**src/rtl/sorted_table_binary_search_macros.svh**
```systemverilog
// ----------------------------------------------------------------------------
// sorted table search assertion macros
// concurrent checks on clk_i, disabled while rst_ni is low
// ----------------------------------------------------------------------------
`ifndef SORTED_TABLE_BINARY_SEARCH_MACROS_SVH
`define SORTED_TABLE_BINARY_SEARCH_MACROS_SVH

`ifndef SYNTHESIS
// same-cycle implication
`define STB_ASSERT_SAME(label, ante, cons, msg) \
  label: assert property (@(posedge clk_i) disable iff (!rst_ni) (ante) |-> (cons)) \
    else $error(msg);
// next-cycle implication
`define STB_ASSERT_NEXT(label, ante, cons, msg) \
  label: assert property (@(posedge clk_i) disable iff (!rst_ni) (ante) |=> (cons)) \
    else $error(msg);
`else
`define STB_ASSERT_SAME(label, ante, cons, msg)
`define STB_ASSERT_NEXT(label, ante, cons, msg)
`endif

`endif

```
**src/rtl/stb_pkg.sv**
```systemverilog
`timescale 1ns / 1ps
// ----------------------------------------------------------------------------
// stb_pkg
// shared constants, codes and controller/datapath interface types
// ----------------------------------------------------------------------------
package stb_pkg;

  localparam int TABLE_DEPTH = 256;
  localparam int ADDR_W      = $clog2(TABLE_DEPTH);
  localparam int BND_W       = ADDR_W + 1;
  localparam int CNT_W       = 9;
  localparam int POS_W       = 8;
  localparam int KEY_W       = 32;
  localparam int PAY_W       = 32;

  localparam logic ACT_LOAD   = 1'b0;
  localparam logic ACT_SEARCH = 1'b1;

  typedef struct packed {
    logic load_wr;
    logic search_start;
    logic probe_step;
    logic res_capture;
  } stb_cmd_t;

  typedef struct packed {
    logic hit;
    logic last;
  } stb_status_t;

endpackage

```
**src/rtl/stb_ctrl.sv**
```systemverilog
`timescale 1ns / 1ps
// ----------------------------------------------------------------------------
// stb_ctrl
// search sequencer: request handshake, probe loop control, output valid
// ----------------------------------------------------------------------------
module stb_ctrl
  import stb_pkg::*;
(
  input  logic        clk_i,
  input  logic        rst_ni,
  input  logic        in_valid_i,
  output logic        in_stall_o,
  input  logic        action_i,
  output logic        out_valid_o,
  input  logic        out_stall_i,
  output stb_cmd_t    cmd_o,
  input  stb_status_t status_i
);

  typedef enum logic {
    ST_IDLE,
    ST_PROBE
  } state_e;

  state_e state_q;
  logic   out_valid_q;
  logic   accept;
  logic   out_free;
  logic   finish;

  always_comb begin
    cmd_o    = '0;
    accept   = in_valid_i && (state_q == ST_IDLE);
    out_free = !out_valid_q || !out_stall_i;
    finish   = status_i.hit || status_i.last;
    case (state_q)
      ST_IDLE: begin
        cmd_o.load_wr      = accept && (action_i == ACT_LOAD);
        cmd_o.search_start = accept && (action_i == ACT_SEARCH);
      end
      ST_PROBE: begin
        cmd_o.probe_step  = !finish;
        cmd_o.res_capture = finish && out_free;
      end
      default: begin
        cmd_o = '0;
      end
    endcase
  end

  always_ff @(posedge clk_i or negedge rst_ni) begin
    if (!rst_ni) begin
      state_q     <= ST_IDLE;
      out_valid_q <= 1'b0;
    end else begin
      out_valid_q <= cmd_o.res_capture || (out_valid_q && out_stall_i);
      case (state_q)
        ST_IDLE: begin
          if (cmd_o.search_start) begin
            state_q <= ST_PROBE;
          end
        end
        ST_PROBE: begin
          if (cmd_o.res_capture) begin
            state_q <= ST_IDLE;
          end
        end
        default: begin
          state_q <= ST_IDLE;
        end
      endcase
    end
  end

  assign in_stall_o  = (state_q != ST_IDLE);
  assign out_valid_o = out_valid_q;

endmodule

```
**config.mk**
```make
export PLATFORM = sky130hd
export DESIGN_NAME = stb_ctrl
export DESIGN_NICKNAME = d
export VERILOG_FILES = /design/src/rtl/sorted_table_binary_search_macros.svh /design/src/rtl/stb_pkg.sv /design/src/rtl/stb_ctrl.sv
export SDC_FILE = /design/constraint.sdc
export NUM_CORES = 1
export LEC_CHECK = 0
export BUFFER_PORTS_ARGS = -buffer_cell sky130_fd_sc_hd__buf_2
export CAP_MARGIN = 20
export CORE_AREA = 2 2 39 41
export CTS_BUF_LIST = sky130_fd_sc_hd__clkbuf_16
export CTS_CLUSTER_SIZE = 14
export DETAILED_ROUTE_END_ITERATION = 10
export DIE_AREA = 0 0 41 43
export HOLD_SLACK_MARGIN = 0.08
export PLACE_DENSITY = 0.3
export SYNTH_ARGS = -nofsm -noshare
export SYNTH_HDL_FRONTEND = slang
export SYNTH_SLANG_ARGS = --single-unit
export TNS_END_PERCENT = 1
```
**constraint.sdc**
```tcl
create_clock -name clk_i -period 1 [get_ports clk_i]
set_input_delay 0.05 -clock clk_i [delete_from_list [all_inputs] [get_ports clk_i]]
set_output_delay 0.05 -clock clk_i [all_outputs]
set_load 0.02 [all_outputs]
```
---- After elaboration in Yosys (flattened, before gate mapping) ----
Index checks and enable logic that the tools add are counted.
storage, ports and cells
  register bits ........................... 2
  latch bits .............................. 0
  bits in writable memories ............... 0
  memory bits (read-only) ................. 0
  input port bits ......................... 7
  output and inout bits ................... 6
  memories kept ........................... 0
cells by class
  add/subtract/negate cells ............... 0
  multipliers ............................. 0
  divide/modulo/power cells ............... 0
  $lt $le $gt $ge ......................... 0
  eq/ne operators ......................... 0
  shifts and indexed selects .............. 0
  muxes and demuxes ....................... 5
  bitwise operators ....................... 2
  reduce and logical (&&, ||, !) cells .... 11
operators by type and width
  operator                               count
  1-bit logical AND                      5
  2-bit 2-to-1 mux                       2
  1-bit logical NOT                      3
  1-bit logical OR                       3
  1-bit 2-to-1 mux                       2
  1-bit inverter                         2
  1-bit one-hot mux with 2 select lines  1

---- Logic depth before layout (Yosys ltp) ----
Gate-level depths: netlist (run 1).
  word-level depth ........................ 6
  mapped depth ............................ 2

---- Worst setup path after synthesis (run 1) ----
OpenSTA, ideal clock, no wires.
  path kind ............................... register to output
  from .................................... register state_q, in the netlist in_stall_o
  to ...................................... output port cmd_o[1] (netlist bit)
  arrival ................................. 1.083 ns
  data required time ...................... 0.950 ns
  setup slack ............................. -0.133 ns
  stages on the path, launching flop included .. 3
  buffers on the path ..................... 0
  cells stage by stage .................... dfrtp_1 > inv_1 > nor3_1
RTL lines
  element                 line            RTL
  from (decl)             stb_ctrl.sv:25  state_e state_q;
  from (signal assigned)  stb_ctrl.sv:53  state_q <= ST_IDLE;
  from (signal assigned)  stb_ctrl.sv:60  state_q <= ST_PROBE;
  from (signal assigned)  stb_ctrl.sv:65  state_q <= ST_IDLE;
  to (decl)               stb_ctrl.sv:16  output stb_cmd_t cmd_o,

==> metrics.txt, run 1 <==
setup_tns=-0.2042 ns; YS warnings=0; Nets=37; final worst-path cycle share=108.8%; syn avg cell area=10.76 µm²; run status=finished with violations; Slowest Stage Delay on Critical Path=0.43 ns; number of I/O port buffers=12; gr usage total=5.506%; portion of synthesized cell area occupied by the leading cell type=46.51%; top routing layer used=met3; library cell with the largest summed area after synthesis=dfrtp_1; Hold/Removal Path Class=in2reg; failing checks=negative setup slack; Placed Cells incl. Taps=39; via count of the first global-routing pass=162; maximum number of pins on one net before global-route repair=7; most used flip-flop cell after synthesis=dfrtp_1; DP Worst Slack=0.08777 ns; top-level I/O count=13; detailed-router iteration count before antenna repair=1; latest clock arrival within the worst-skew pair=0.22 ns; count of different cell masters after synthesis=9; ratio of cells with drive above 1 in the final layout=82.14%; Netlist Area Pre-Place=107.6 µm²; antenna violations before repair=0; number of instances in the synthesized netlist=10; wire length the detailed router placed on met1=159 µm; cells traversed along the worst timing path=and3b_1 > buf_6; global-route wire length before repair=600 µm; Final Wtd Congestion=0.5941; Post-Layout Cell Count=44; met2 wire len=172 µm; actual slew at the worst max-slew pin=0.1217 ns; CTS tree=yes; worst supply voltage drop on vdd=0.4569 mV; std cell rows=14; count of clock tree sinks=2; Critical Path RT=0.95 ns; slowest CP cell=dfrtp_2; post-placement cell area=200.2 µm²; leakage=0.1586 nW; clock transition at the registers of the reported paths=0.03 ns; RSZ-0062 raised after global routing=true; Antenna diodes=0; overall overflow remaining after global route=0; clock period minus final worst setup slack=1.088 ns; deepest clock path buffer count=2; crit path DAT=1.04 ns; maximum fanout encountered on the critical timing path=6; overall via count from detail_route=155; worst setup path category=reg2out; Clock Skew=0.003210 ns; proportion of synthesized chip area in sequential cells=46.51%; Setup-failing EPs final=4; Synth area leaders=dfrtp_1 47%, a22o_1 8.1%, a2bb2oi_1 8.1%; most common cell in the synthesized netlist=dfrtp_1; post-route core utilization=23.06%; endpoint type of the worst setup path=primary output; Core Box Area=1384 µm²; number of CTS-inserted buffers=3; initial detailed-routing violation count=0; mean number of vias per cell=3.523; PnR worst setup slack=-0.08777 ns; remaining routing DRC violations=0; fmax=919.3 MHz; number of register bits inferred by synthesis=2; # H-tree levels=1; clock root cell=clkbuf_16; power per unit of standard cell area=2618 nW/µm²; initial cell density of the core=7.776%; post-layout instance area=319.1 µm²; full die area=1763 µm²; remaining max-slew budget at the tightest pin=91.84%; number of violations of the max-capacitance limit=0; Final Slew Violations=0; area added between synthesis and finish=196.5%; Die Height=43 µm; antenna-violating nets left=0; share of async-settable or async-resettable flops after synthesis=100.0%; EDFF count, synth=0; Detail Route met3 WL=51 µm; launching element type of the critical path=register; final hold vios=0; total nets after synthesis=17; WL per Instance=8.705 µm; die extent in x=41 µm; Post-Route WL=383 µm
==> cell type report <==
class,instances,area [µm²]
Clock buffer,3,75.07
Multi-Input combinational cell,7,70.07
Sequential cell,2,51.30
Inverter,1,3.754
Timing Repair Buffer,15,98.84
Tap cell,16,20.02
Fill cell,149,1065
==> timing repair <==
action | 4_1_cts | 5_1_grt
hold buffers | 1 | 0
pin swaps | 1 | 0
cloned | 0 | 0
gates resized for setup | 7 | 2
setup endpoints to repair | 4 | 5
setup buffers | 1 | 0
hold endpoints to repair | 2 | 0
==> worst max-delay path: cells and delay by family, from the launching register on <==
| kind | cells | cell delay [ns] |
|---|---|---|
| DFF | 1 | 0.43 |
| buffers and inverters | 1 | 0.13 |
| and+or+nand+nor | 1 | 0.26 |
==> registers in the layout, summed over array words and instances, names as in the netlist <==
name         flops
in_stall_o       1
out_valid_o      1
==> routing by layer <==
metal	vias up	track usage [%]
met1	71	5.732
li1	73	-
met2	11	6.563
met5	-	0
met3	0	3.665
met4	0	6.000
==> metrics by stage <==
stage	hold slack, ns	total power [mW]
6_report	0.09200	0.8354
5_1_grt	0.1211	0.8771
4_1_cts	0.09270	0.8431
3_5_place_dp	-0.1614	0.2187
3_3_place_gp	-0.1653	0.2165
2_1_floorplan	-0.2456	0.1663
==> cell families (layout without fill, tap and decap cells) <==
| group | count (synthesis) | in the layout | share of synthesized area, % |
|---|---|---|---|
| and+or+nand+nor | 4 | 4 | 26.75 |
| DFF | 2 | 2 | 46.51 |
| buffers and inverters | 1 | 19 | 3.485 |
| AOI/OAI and AO/OA | 3 | 3 | 23.26 |
==> power by group <==
group | leakage (nW) | internal (mW) | switching, mW
clock network | 0.0370 | 0.508 | 0.0869
registers | 0.0242 | 0.0949 | 0.0156
logic | 0.0974 | 0.0665 | 0.0633
total | 0.159 | 0.670 | 0.166
==> layout by cell type (no fill, tap or decap) <==
master	count
buf_2	8
buf_4	5
clkbuf_16	3
and3b_1	1
a2bb2oi_2	1
and2_2	1
a22o_1	1
inv_2	1
o21bai_1	1
nor3b_2	1
nor3_2	1
dlygate4sd3_1	1
dfrtp_2	1
dfrtp_1	1
buf_6	1
==> final timing paths <==
kind	endpoint	startpoint	depth (start not counted)	slack (ns)
min in group asynchronous	in_stall_o	rst_ni	2	0.14
max in group asynchronous	in_stall_o	rst_ni	2	0.75
hold reg to reg	out_valid_o	out_valid_o	1	0.55
setup reg to reg	in_stall_o	in_stall_o	3	-0.01
hold / removal	out_valid_o	out_stall_i	2	0.09
setup / recovery	cmd_o[2]	in_stall_o	2	-0.09
Power figures use the tool's default switching activity.
==> run 2, diff against run 1 <==
CTS_BUF_LIST = not set   (was sky130_fd_sc_hd__clkbuf_16)
==> run 2 against run 1 <==
The run still ends with negative setup slack left. Critical path type unchanged. Utilization fell by 3.1 points. Largest power group unchanged. Highest routed layer unchanged. Clock skew rose by 0.00053 ns. First-iteration DRC count unchanged. Non-clock buffer count up 1. Global-route usage shrank 0.70 points. Sequential power hardly changed. Cell count is 2.3% higher. Final area is 13% lower. Worst hold slack improved by 0.047 ns. Register-to-register slack about the same. Clock power decreased by 70%.
==> metrics.txt, run 2 (synthesized netlist as in run 1, its figures left out) <==
Top delay family on crit path=flip-flops; worst setup path category=reg2out; gr usage total=4.805% (-0.70 points); failing checks=negative setup slack; post-route core utilization=19.98% (-3.1 points); FILL cells=153 (+2.7%); std cell rows=14 (unchanged); Critical Path RT=0.95 ns (about the same); overall overflow remaining after global route=0 (unchanged); mean number of vias per cell=3.489 (-0.96%); Antenna diodes=0 (unchanged); die extent in x=41 µm (unchanged); power per unit of standard cell area=1532 nW/µm² (-41%); most frequent standard cell in the layout excluding fill and tap cells=buf_2; Post-Route WL=384 µm (+0.26%); Hold/Removal Path Class=in2async; Clock Skew=0.003743 ns (+0.0005324 ns); RSZ-0062 raised after global routing=true; count of clock tree sinks=2 (unchanged); area added between synthesis and finish=157.0%; maximum number of pins on one net before global-route repair=7 (unchanged); CTS tree=yes; slowest CP cell=dfrtp_2; number of CTS-inserted buffers=3 (unchanged); Slowest Stage Delay on Critical Path=0.43 ns (about the same); # H-tree levels=1 (unchanged); crit path DAT=1.04 ns (about the same); final hold vios=0 (unchanged); clock root cell=clkbuf_4; antenna violations before repair=0 (unchanged); via count of the first global-routing pass=157 (-3.1%); Core Box Area=1384 µm² (unchanged); setup_tns=-0.2277 ns (-0.02348 ns); overall via count from detail_route=157 (+1.3%); Final Slew Violations=0 (unchanged); Storage cell area=51.30 µm² (unchanged); remaining max-slew budget at the tightest pin=91.84% (unchanged); worst supply voltage drop on vdd=0.2599 mV (-43%); antenna-violating nets left=0 (unchanged); post-layout instance area=276.5 µm² (-13%); Die Height=43 µm (unchanged); actual slew at the worst max-slew pin=0.1217 ns (unchanged); area used by multi-input combinational logic=70.07 µm² (unchanged); reg-to-reg slack, setup=-0.01 ns (about the same); fmax=913.3 MHz (-0.65%); leakage=0.1396 nW (-12%); ratio of cells with drive above 1 in the final layout=79.31% (-2.8 points); number of I/O port buffers=12 (unchanged); post-placement cell area=200.2 µm² (unchanged); initial detailed-routing violation count=0 (unchanged); clock period minus final worst setup slack=1.095 ns (+0.007166 ns); GR Util met2=6.875% (+0.31 points); deepest clock path buffer count=2 (unchanged); remaining routing DRC violations=0 (unchanged); latest clock arrival within the worst-skew pair=0.22 ns (about the same); run status=finished with violations; cells traversed along the worst timing path=and3b_1 > buf_6; gr busiest metal=met2; clock transition at the registers of the reported paths=0.03 ns (about the same); Setup-failing EPs final=4 (unchanged); Final Wtd Congestion=0.5941 (unchanged); number of violations of the max-capacitance limit=0 (unchanged); global-route wire length before repair=593 µm (-1.2%); top-level I/O count=13 (unchanged); full die area=1763 µm² (unchanged); GR met1 Demand/Resource=6.051% (+0.32 points); Nets=38 (+2.7%); WL per Instance=8.533 µm (-2.0%); final worst-path cycle share=109.5% (+0.72 points); maximum fanout encountered on the critical timing path=6 (unchanged); detailed-router iteration count before antenna repair=1 (unchanged); met3 track utilization from global routing=2.094% (-1.6 points); initial cell density of the core=7.776% (unchanged); endpoint type of the worst setup path=primary output; commonest cells after routing, fill and taps aside=8 x buf_2, 5 x buf_4, 3 x clkbuf_4; PnR worst setup slack=-0.09494 ns (-0.007166 ns); launching element type of the critical path=register; Buf+Inv Stages, Crit Path=1 (unchanged); Final Total Pwr=0.4236 mW (-49%)
run 2: layout make-up:
cell class	count	share of cell area, %
repair buffers	16	39.37
multi-input cells	7	25.34
flip-flops and latches	2	18.55
well taps	16	7.240
inverters	1	1.357
clock buffers	3	8.145
run 2: final timing paths:
check / cells after the start / startpoint / end
min in group clk_i: 4 / out_stall_i / in_stall_o
max: 2 / in_stall_o / cmd_o[2]
min: 2 / rst_ni / in_stall_o
min reg2reg: 1 / out_valid_o / out_valid_o
max reg2reg: 3 / in_stall_o / in_stall_o
max in group asynchronous: 2 / rst_ni / in_stall_o
run 2: power by group:
part | leakage [nW] | switching (mW) | internal [mW]
sequential | 0.0242 | 0.0160 | 0.0948
clock | 0.0138 | 0.0476 | 0.133
combinational | 0.102 | 0.0636 | 0.0690
total | 0.140 | 0.127 | 0.296
run 2: what timing repair did:
action | 4_1_cts | 5_1_grt
hold buffers | 2 | 0
gates resized for setup | 7 | 2
cloned | 0 | 0
pin swaps | 1 | 0
setup buffers | 1 | 0
endpoints found under the setup margin | 4 | 5
hold endpoints to repair | 3 | 0
run 2: per-layer routing:
| layer | up-vias | routed length, µm |
|---|---|---|
| li1 | 76 | - |
| met5 | - | 0 |
| met4 | 0 | 0 |
| met1 | 72 | 193 |
| met3 | 0 | 28 |
| met2 | 9 | 161 |
run 2: per-stage QoR:
step	worst slack, ns	hold WS [ns]	cells
5_1_grt	-0.1400	0.1632	45
2_1_floorplan	-0.09246	-0.2456	10
3_3_place_gp	0.1019	-0.1653	39
3_5_place_dp	0.08777	-0.1614	39
6_report	-0.09494	0.1385	45
4_1_cts	-0.1023	0.1286	45
